`config.mk`:
```
export PLATFORM = sky130hd
export DESIGN_NAME = point_in_polygon_test_core
export DESIGN_NICKNAME = d
export VERILOG_FILES = /design/src/design/pipt_pkg.sv /design/src/design/point_in_polygon_test_core.sv /design/src/design/pipt_edge.sv
export SDC_FILE = /design/constraint.sdc
export NUM_CORES = 2
export LEC_CHECK = 0
export ABC_CLOCK_PERIOD_IN_PS = 13500
export BUFFER_PORTS_ARGS = -buffer_cell sky130_fd_sc_hd__buf_2
export CORE_UTILIZATION = 40
export DETAILED_ROUTE_END_ITERATION = 16
export PLACE_DENSITY = 0.61
export SLEW_MARGIN = 30
export SYNTH_ARGS = -nofsm -noshare
export SYNTH_HDL_FRONTEND = slang
export SYNTH_HIERARCHICAL = 1
export SYNTH_SLANG_ARGS = --single-unit
```
`constraint.sdc`:
```
create_clock -name clk_i -period 13.5 [get_ports clk_i]
set_input_delay 0 -clock clk_i [delete_from_list [all_inputs] [get_ports clk_i]]
set_output_delay 0 -clock clk_i [all_outputs]
set_load 0.01 [all_outputs]
```
`src/design/pipt_pkg.sv`:
```
// shared types and constants for the point in polygon tester
// no dependencies; used by pipt_edge and point_in_polygon_test_core
`timescale 1ns / 1ps
`default_nettype none

package pipt_pkg;

  localparam int unsigned MAX_VERTICES      = 16;
  localparam int unsigned COORD_WIDTH       = 16;
  localparam int unsigned MIN_POLY_VERTICES = 3;

  // item kind codes
  localparam logic KIND_VERTEX = 1'b0;
  localparam logic KIND_QUERY  = 1'b1;

  typedef enum logic [1:0] {
    ST_IDLE,
    ST_WALK,
    ST_DRAIN
  } state_e;

  // status of the edge pipeline towards the sequencer
  typedef struct packed {
    logic busy;
    logic toggle;
  } edge_status_t;

endpackage

`default_nettype wire

```
`src/design/point_in_polygon_test_core.sv`:
```
// top level of the even-odd point in polygon tester with its vertex tables
// depends on pipt_pkg and pipt_edge
//
// channel   direction  ports                                            beat taken when
// item      in         start, kind_i, vertex_index_i, coord_x_i/y_i     start && !busy
// result    out        done_o, inside_res_o, degenerate_o               done_o (one cycle)
// config    in         cfg_valid_i, cfg_ready_o, cfg_data_i             cfg_valid_i && cfg_ready_o
//
// a query with fewer than three vertices gives its result in the cycle after
// acceptance and keeps busy low; any other query holds busy while the single
// table read port makes count + 1 reads and the drain then waits for crossings
// still in the stages; the result comes in the same cycle that busy drops and
// cannot be stalled
// reset clears the vertex count and control; the tables are not cleared
`timescale 1ns / 1ps
`default_nettype none

module point_in_polygon_test_core #(
  parameter int unsigned MAX_VERTICES = pipt_pkg::MAX_VERTICES,
  parameter int unsigned COORD_WIDTH  = pipt_pkg::COORD_WIDTH,
  localparam int unsigned IDX_W = $clog2(MAX_VERTICES),
  localparam int unsigned CNT_W = $clog2(MAX_VERTICES + 1)
) (
  input  wire                                clk_i,
  input  wire                                rst_ni,
  input  wire                                start,
  output logic                               busy,
  input  wire                                kind_i,
  input  wire        [IDX_W-1:0]             vertex_index_i,
  input  wire logic signed [COORD_WIDTH-1:0] coord_x_i,
  input  wire logic signed [COORD_WIDTH-1:0] coord_y_i,
  output logic                               done_o,
  output logic                               inside_res_o,
  output logic                               degenerate_o,
  input  wire                                cfg_valid_i,
  output logic                               cfg_ready_o,
  input  wire        [CNT_W-1:0]             cfg_data_i
);

  pipt_pkg::state_e state_q, state_d;

  logic [CNT_W-1:0] count_q;
  logic [CNT_W-1:0] count_sat;
  logic [CNT_W-1:0] cnt_q;
  logic [CNT_W-1:0] iss_q;
  logic [IDX_W-1:0] rd_addr;

  logic signed [COORD_WIDTH-1:0] mem_x [MAX_VERTICES];
  logic signed [COORD_WIDTH-1:0] mem_y [MAX_VERTICES];
  logic signed [COORD_WIDTH-1:0] rd_x_q, rd_y_q;
  logic signed [COORD_WIDTH-1:0] px_q, py_q;

  logic rd_vld_q, rd_first_q;
  logic inside_q;
  logic done_q, res_inside_q, res_degen_q;

  logic accept, accept_query, accept_write, degen, slot_ok;
  logic busy_w, issue_en, finish, last_iss, pipe_empty;

  pipt_pkg::edge_status_t edge_sts;

  assign accept       = start && !busy_w;
  assign accept_query = accept && (kind_i == pipt_pkg::KIND_QUERY);
  assign accept_write = accept && (kind_i == pipt_pkg::KIND_VERTEX);
  assign slot_ok      = {1'b0, vertex_index_i} < (IDX_W + 1)'(MAX_VERTICES);
  assign count_sat    = (count_q > CNT_W'(MAX_VERTICES)) ? CNT_W'(MAX_VERTICES) : count_q;
  assign degen        = count_sat < CNT_W'(pipt_pkg::MIN_POLY_VERTICES);
  assign last_iss     = iss_q == cnt_q;
  assign rd_addr      = (iss_q == '0) ? IDX_W'(cnt_q - 1'b1) : IDX_W'(iss_q - 1'b1);
  assign pipe_empty   = !rd_vld_q && !edge_sts.busy;

  // next state
  always_comb begin
    state_d = state_q;
    unique case (state_q)
      pipt_pkg::ST_IDLE: begin
        if (accept_query && !degen) state_d = pipt_pkg::ST_WALK;
      end
      pipt_pkg::ST_WALK: begin
        if (last_iss) state_d = pipt_pkg::ST_DRAIN;
      end
      pipt_pkg::ST_DRAIN: begin
        if (pipe_empty) state_d = pipt_pkg::ST_IDLE;
      end
      default: state_d = pipt_pkg::ST_IDLE;
    endcase
  end

  // state outputs
  always_comb begin
    busy_w   = 1'b1;
    issue_en = 1'b0;
    finish   = 1'b0;
    unique case (state_q)
      pipt_pkg::ST_IDLE:  busy_w = 1'b0;
      pipt_pkg::ST_WALK:  issue_en = 1'b1;
      pipt_pkg::ST_DRAIN: finish = pipe_empty;
      default:            busy_w = 1'b1;
    endcase
  end

  always_ff @(posedge clk_i or negedge rst_ni) begin
    if (!rst_ni) begin
      state_q      <= pipt_pkg::ST_IDLE;
      count_q      <= '0;
      cnt_q        <= '0;
      iss_q        <= '0;
      rd_vld_q     <= 1'b0;
      rd_first_q   <= 1'b0;
      inside_q     <= 1'b0;
      done_q       <= 1'b0;
      res_inside_q <= 1'b0;
      res_degen_q  <= 1'b0;
    end else begin
      state_q    <= state_d;
      rd_vld_q   <= issue_en;
      rd_first_q <= issue_en && (iss_q == '0);
      done_q     <= 1'b0;
      if (cfg_valid_i && cfg_ready_o) count_q <= cfg_data_i;
      if (accept_query) begin
        cnt_q    <= count_sat;
        iss_q    <= '0;
        inside_q <= 1'b0;
        if (degen) begin
          done_q       <= 1'b1;
          res_inside_q <= 1'b0;
          res_degen_q  <= 1'b1;
        end
      end
      if (issue_en) iss_q <= iss_q + 1'b1;
      if (edge_sts.toggle) inside_q <= !inside_q;
      if (finish) begin
        done_q       <= 1'b1;
        res_inside_q <= inside_q;
        res_degen_q  <= 1'b0;
      end
    end
  end

  // query point, payload only
  always_ff @(posedge clk_i) begin
    if (accept_query) begin
      px_q <= coord_x_i;
      py_q <= coord_y_i;
    end
  end

  // vertex tables
  always_ff @(posedge clk_i) begin
    if (accept_write && slot_ok) begin
      mem_x[vertex_index_i] <= coord_x_i;
      mem_y[vertex_index_i] <= coord_y_i;
    end
  end

  always_ff @(posedge clk_i) begin
    if (issue_en) begin
      rd_x_q <= mem_x[rd_addr];
      rd_y_q <= mem_y[rd_addr];
    end
  end

  pipt_edge #(
    .COORD_WIDTH(COORD_WIDTH)
  ) u_edge (
    .clk_i  (clk_i),
    .rst_ni (rst_ni),
    .vld_i  (rd_vld_q),
    .first_i(rd_first_q),
    .vx_i   (rd_x_q),
    .vy_i   (rd_y_q),
    .px_i   (px_q),
    .py_i   (py_q),
    .sts_o  (edge_sts)
  );

  assign busy         = busy_w;
  assign cfg_ready_o  = !busy_w;
  assign done_o       = done_q;
  assign inside_res_o = res_inside_q;
  assign degenerate_o = res_degen_q;

endmodule

`default_nettype wire

```
`src/design/pipt_edge.sv`:
```
// edge crossing pipeline: pairs each vertex read with the previous one and
// decides by an exact cross-multiplied compare whether the ray crosses it
// depends on pipt_pkg
`timescale 1ns / 1ps
`default_nettype none

module pipt_edge #(
  parameter int unsigned COORD_WIDTH = pipt_pkg::COORD_WIDTH
) (
  input  wire                           clk_i,
  input  wire                           rst_ni,
  input  wire                           vld_i,
  input  wire                           first_i,
  input  wire logic signed [COORD_WIDTH-1:0] vx_i,
  input  wire logic signed [COORD_WIDTH-1:0] vy_i,
  input  wire logic signed [COORD_WIDTH-1:0] px_i,
  input  wire logic signed [COORD_WIDTH-1:0] py_i,
  output pipt_pkg::edge_status_t        sts_o
);

  localparam int unsigned DW = COORD_WIDTH + 1;
  localparam int unsigned PW = 2 * DW;

  logic signed [COORD_WIDTH-1:0] prev_x_q, prev_y_q;

  logic signed [DW-1:0] a_d, b_d, c_d, d_d;
  logic signed [DW-1:0] a_q, b_q, c_q, d_q;
  logic                 gate_d;
  logic                 e_vld_q;

  logic signed [PW-1:0] p1_d, p2_d, p1_q, p2_q;
  logic                 dneg_q;
  logic                 m_vld_q;

  logic                 flip;

  // stage one: differences and straddle test
  always_comb begin
    a_d = DW'(py_i) - DW'(vy_i);
    b_d = DW'(prev_x_q) - DW'(vx_i);
    c_d = DW'(px_i) - DW'(vx_i);
    d_d = DW'(prev_y_q) - DW'(vy_i);
    gate_d = ((vy_i < py_i && prev_y_q >= py_i) || (prev_y_q < py_i && vy_i >= py_i)) &&
             (vx_i <= px_i || prev_x_q <= px_i);
  end

  always_ff @(posedge clk_i) begin
    if (vld_i) begin
      prev_x_q <= vx_i;
      prev_y_q <= vy_i;
    end
    a_q <= a_d;
    b_q <= b_d;
    c_q <= c_d;
    d_q <= d_d;
  end

  // stage two: the two products
  always_comb begin
    p1_d = a_q * b_q;
    p2_d = c_q * d_q;
  end

  always_ff @(posedge clk_i) begin
    p1_q   <= p1_d;
    p2_q   <= p2_d;
    dneg_q <= d_q < 0;
  end

  always_ff @(posedge clk_i or negedge rst_ni) begin
    if (!rst_ni) begin
      e_vld_q <= 1'b0;
      m_vld_q <= 1'b0;
    end else begin
      e_vld_q <= vld_i && !first_i && gate_d;
      m_vld_q <= e_vld_q;
    end
  end

  // stage three: compare, sense flipped by edge direction
  always_comb begin
    flip = m_vld_q && (dneg_q ? (p1_q > p2_q) : (p1_q < p2_q));
  end

  assign sts_o.busy   = e_vld_q | m_vld_q;
  assign sts_o.toggle = flip;

endmodule

`default_nettype wire

```
**Yosys cells after proc, flatten, opt, wreduce, memory -nomap -nowiden**

Memory sizes are Yosys's and may differ from the RTL's. A register that Yosys moved wholly into a read port is not among the register bits.
Cells that the tools add are included.

- Output and inout port bits: 5
- Bits of input ports: 46
- Register bits: 226
- Memories kept: 2
- Word-level logic and storage cells: 106
- Memory bits (writable): 512

Memory list:

| memory | depth | width | read ports | clocked after Yosys merged registers in | wr ports | line | text |
|---|---|---|---|---|---|---|---|
| mem_x | 16 | 16 | 1 | 1 | 1 | point_in_polygon_test_core.sv:48 | `logic signed [COORD_WIDTH-1:0] mem_x [MAX_VERTICES];` |
| mem_y | 16 | 16 | 1 | 1 | 1 | point_in_polygon_test_core.sv:49 | `logic signed [COORD_WIDTH-1:0] mem_y [MAX_VERTICES];` |

- Add/subtract/negate cells: 7
- $lt $le $gt $ge: 11
- Equality and inequality tests: 6
- Bitwise operators: 2
- Reduce and logical (&&, ||, !) cells: 28
- $mul: 2
- Muxes and demuxes: 25

Operators with widths:

| cell | count |
|---|---|
| multiplier 17 x 17 -> 34 bit | 2 |
| subtractor 16 x 16 -> 17 bit | 4 |
| greater-than comparator 34 bit | 1 |
| less-than comparator 34 bit | 1 |
| greater-or-equal comparator 16 bit | 2 |
| <= comparator 16 bit | 2 |
| less-than comparator 16 bit | 2 |
| less-than comparator 17 x 1 -> 1 bit (second input constant) | 1 |
| two-way mux 1 bit | 17 |
| two-way mux 5 bit | 3 |
| logical AND 1 bit | 13 |
| nonzero test 2 bit | 4 |
| subtractor 4 x 1 -> 4 bit (second input constant) | 2 |
| two-way mux 2 bit | 3 |
| one-hot mux 2 bit (3 select lines) | 1 |
| adder 5 x 1 -> 5 bit (second input constant) | 1 |
| equality test 5 bit | 1 |
| greater-than comparator 5 bit (second input constant) | 1 |
| zero test 1 bit | 5 |
| zero test 5 bit | 1 |
| less-than comparator 5 x 2 -> 1 bit (second input constant) | 1 |
| two-way mux 4 bit | 1 |
| != test 2 bit (second input constant) | 2 |
| AND reduction 3 bit | 1 |
| 8 further kinds | 9 |

**Longest topological paths before layout**

- Word-level depth: 7
- Gate-level depth with buffers: 25
- Gate-level depth less buffers: 23

**Hierarchy**

The synthesis kept the hierarchy.

Modules (own cells, without submodules):

| module | cells an instance | area each (um^2) | times used | seq. area each (um^2) |
|---|---|---|---|---|
| pipt_edge | 3,259 | 30,322.8 | 1 | 3,753.6 |
| point_in_polygon_test_core | 1,438 | 23,642.7 | 1 | 17,872.1 |

**Least setup slack after synthesis**

No wires, ideal clock.

- Path kind: register to register
- Start point: reg u_edge.b_q[9]
- End point: reg u_edge.p1_q[32]
- Required time: 13.382 ns
- Period minus slack after synthesis: 6.019 ns
- Library setup time: 0.118 ns
- Slack: 7.481 ns
- Cell stages (with the launch flop): 24
- Data arrival time: 5.901 ns
- Buffers on the path: 2
- Cell sequence: dfxtp_1 clkbuf_1 clkbuf_1 nand2_1 fa_1 inv_1 fa_1 inv_1 fa_1 inv_1 fa_1 fa_1 inv_1 fa_1 inv_1 ha_1 o211ai_1 a21boi_0 o211ai_1 a2111oi_0 a21oi_1 o2111ai_1 a21oi_1 xnor2_1

- Word-level cells in the longest chain between the ends: 1

Ends and longest elaborated chain:

| what | line | text |
|---|---|---|
| start, declared | pipt_edge.sv:27 | `logic signed [DW-1:0] a_q, b_q, c_q, d_q;` |
| start signal, assigned | pipt_edge.sv:53 | `b_q <= b_d;` |
| multiplier 17 x 17 -> 34 bit | pipt_edge.sv:60 | `p1_d = a_q * b_q;` |
| named net u_edge.p1_d[32] | pipt_edge.sv:31 | `logic signed [PW-1:0] p1_d, p2_d, p1_q, p2_q;` |
| end signal, assigned | pipt_edge.sv:65 | `p1_q <= p1_d;` |
| end, declared | pipt_edge.sv:31 |  |

The timed path passes the listed nets, and every way through them passes these cells.
A chain may end at the register's enable or synchronous reset.

**Final worst setup path**

- Start point: reg u_edge.b_q[2]
- End point: reg u_edge.p1_q[33]

The elaborated chain is that of the path after synthesis.

==> Flow_metrics.wiki <==
{| class="wikitable"
! Metric !! Value
|-
| Maximum clock frequency || between 100 and 150 MHz
|-
| Vert. Die Dim || approximately 370 um
|-
| Area inside the core boundary || ~0.13 mm2
|-
| Cts bufs inserted || between 80 and 90
|-
| Number of synthesized register bits || between 700 and 800
|-
| Detailed-placement wirelength estimate || 96.76 mm
|-
| Detailed Routing Iterations Pass 1 || 7
|-
| Post-synth top area share || approximately a third
|-
| Crit path max-delay cell type || fa_1
|-
| Routed WL || 137.9 mm
|-
| Via total after detailed routing || about 34k
|-
| Via count of the first global-routing pass || 35.67k
|-
| Max clock buf depth || 3
|-
| Leading cell type in the layout, fill and taps excluded || inv_1
|-
| Clock Root Buffer || clkbuf_16
|-
| Via-per-instance ratio || 5.228
|-
| Crit path top cell by count || fa_1
|-
| P&R area growth vs syn || 9.881%
|-
| Clock sinks || 770
|-
| Ordered cell list for the critical path || nand2_1 > inv_1 > fa_1 > fa_1 > fa_1 > fa_1 > fa_1 > inv_1 > fa_1 > inv_1 > ha_1 > o21ai_0 > a21oi_1 > a21oi_1 > o211ai_1 > o311ai_0 > a31oi_1 > o21a_1 > nor2_1 > xnor2_1
|-
| Worst Max-Slew Pin Slew || ~0.98 ns
|-
| Headroom to the max-slew limit || between 30% and 40%
|-
| Data required time at the worst endpoint || approximately 14 ns
|-
| Category of the worst setup path launch point || flip-flop
|-
| Post-layout net count || between 5k and 6k
|-
| Register area share after synthesis || around two fifths
|-
| Biggest area contributors in the synthesized netlist || edfxtp_1, fa_1, ha_1, inv_1, dfxtp_1
|-
| Gate family responsible for the most delay along the worst path || adder cells
|-
| # fillers || between 10k and 15k
|-
| Clock tree from TritonCTS || done
|-
| Buffers & Inverters on Critical Path || 3
|-
| Post-cts sizing count || 0
|-
| Count of buffers inserted at the top-level ports || 50
|-
| Total congestion overflow after global routing || 0
|-
| Minimum clock period after layout || 6.745 ns
|-
| Status || finished, final reports clean
|-
| Most common flop cell mapped by yosys || edfxtp_1
|-
| Avg Cell Area, Syn || ~11 um2
|-
| Syn Std Cell Area || ~0.054 mm2
|-
| YS warnings || 6
|-
| Highest cell delay on the worst timing path || 0.89 ns
|-
| Number of flops mapped to enable cells by yosys || approximately 610
|-
| Most used cells in the layout excluding fill and tap cells || inv_1, edfxtp_1, fa_1
|-
| Type of the worst min-delay path || input port to flip-flop
|-
| Overall die width || ~370 um
|-
| Number of DRC markers in iteration 0 || about 2.7k
|-
| Maximum number of pins on one net before global-route repair || 70
|-
| Critical path class || flip-flop to flip-flop
|-
| Pins over their slew limit || 0
|-
| # setup viols final || 0
|-
| Total I/O pin count || just over 50
|-
| Number of buffers inserted by post-CTS setup repair || 0
|-
| Ratio of cells with drive above 1 in the final layout || under 10%
|-
| Endpoint type of the worst setup path || flip-flop
|-
| Arrival time reported for the critical path endpoint || roughly 7.3 ns
|-
| Worst-Skew Late Latency || roughly 0.66 ns
|-
| Setup_tns || 0 ns
|-
| Residual DRC || 0
|-
| Global-route wire length before repair || roughly 210 mm
|-
| H-tree depth reported by CTS || 3
|-
| Starting density of the core || 40.39%
|-
| Count of different cell masters after synthesis || between 80 and 90
|-
| Residual antenna-violating net count after detailed routing || 0
|-
| Net Count, Synth || approximately 5.6k
|-
| Maximum capacitance violations || 0
|-
| Antenna violations before repair || 8
|-
| Yosys top cell by area || edfxtp_1
|-
| Routability congestion estimate || 0.8630
|-
| Asr flop ratio synth || under 10%
|-
| Setup repair after global routing missed its margin || false
|-
| Fin crit share || between 40% and 50%
|-
| Routed wire per std cell || around 21 um
|-
| Clock-pin slew on the worst setup and hold paths || around 0.060 ns
|-
| Final hold violation count || 0
|-
| Number of instances in the synthesized netlist || ~4.7k
|-
| Floorplan die area || around 0.14 mm2
|-
| Site Rows || about 130
|-
| Post-route clock skew || around 0.055 ns
|-
| Aggregate global-route resource usage || about a fifth
|-
| Maximum net fanout on the critical path || 17
|}
repair_timing:
item / in CTS / in global routing
endpoints found under the hold margin: 581 / 0
hold buffers: 48 / 0
setup endpoints to repair: 0 / 0
layer usage:
layer | global-route usage (%) | vias to the layer above | share of wire (%)
li1 | - | 15760 | -
met1 | 28.35 | 17440 | 45
met2 | 33.32 | 1056 | 47
met3 | 2.864 | 206 | 5.9
met4 | 5.833 | 10 | 2.7
met5 | 0 | - | 0.041
worst min-delay path: stages:
cell	delay (ns)
buf_2	0.16
nor3_2	0.06
buf_4	0.31
sequential cells by signal, summed over array words and instances, names as in the netlist, 2 cells and up:
name	count
u_edge/b_q	17
count_q	5
u_edge/p1_q	34
u_edge/c_q	17
px_q	16
u_edge/a_q	17
rd_x_q	16
iss_q	5
u_edge/prev_x_q	16
mem_y	256
u_edge/d_q	17
u_edge/p2_q	34
u_edge/prev_y_q	16
mem_x	256
state_q	2
rd_y_q	16
py_q	16
cnt_q	5
synthesized netlist by cell type, drive strengths merged, types with 44 or more instances:
library cell	n
buf	47
inv	790
dfxtp	137
and2	295
nand2	509
clkbuf	120
a31oi	49
nand3	59
ha	305
mux2i	93
fa	596
edfxtp	608
nor3	45
a21o	44
o22ai	47
xnor2	93
a21oi	105
nor2	151
o21ai	107
worst paths after layout:
| path | slack [ns] | depth (start not counted) | to | from |
|---|---|---|---|---|
| worst min register to register | 0.37 | 0 | u_edge/m_vld_q | u_edge/e_vld_q |
| max in group asynchronous | 12.97 | 4 | iss_q[0] | rst_ni |
| worst max register to register | 6.76 | 20 | u_edge/p1_q[33] | u_edge/b_q[2] |
| min in group asynchronous | 0.36 | 4 | inside_q | rst_ni |
| worst min-delay path | 0.15 | 3 | mem_x[4][3] | vertex_index_i[1] |
| worst max-delay path | 6.76 | 20 | u_edge/p1_q[33] | u_edge/b_q[2] |
per-stage QoR:
stage                     setup WS [ns]  utilization (%)  std cells  hold WS [ns]  area (um2)
after detailed placement          6.839            42.05       6394       0.03356       56190
after global placement            6.867            42.05       6394       0.02603       56190
final                             6.755            44.38       6593        0.1543       59300
after floorplan                   7.481                -       4697       -0.2956       53970
after CTS                         6.756            44.37       6592        0.1109       59290
after global routing              6.254            44.38       6593        0.1446       59300
area by class of cell:
class                      count  area [um2]  area share (%)
antenna                        1       2.502        0.004220
clock buffer                 104        2175           3.667
clock inverter                46       440.4          0.7427
inverter                     790        2965           5.001
multi-input combinational   2970       28790           48.55
sequential                   770       21630           36.47
tap                         1768        2212           3.731
timing repair buffer         144        1090           1.838
logic make-up (layout without fill, tap and decap cells):
kind of cell	Yosys count	count (layout)	synth area share [%]
and+or+nand+nor	1229	1229	11.16
buffers and inverters	957	1084	6.879
adders and majority gates	901	901	29.18
DFF	770	770	40.07
AOI/OAI and AO/OA	596	596	7.876
muxes	126	126	2.914
xor gates and xnor gates	118	118	1.915
other	0	1	0
Power is left out: the tool's default activity adds up to more than one toggle a clock period on the data nets, which glitch-free logic cannot reach.
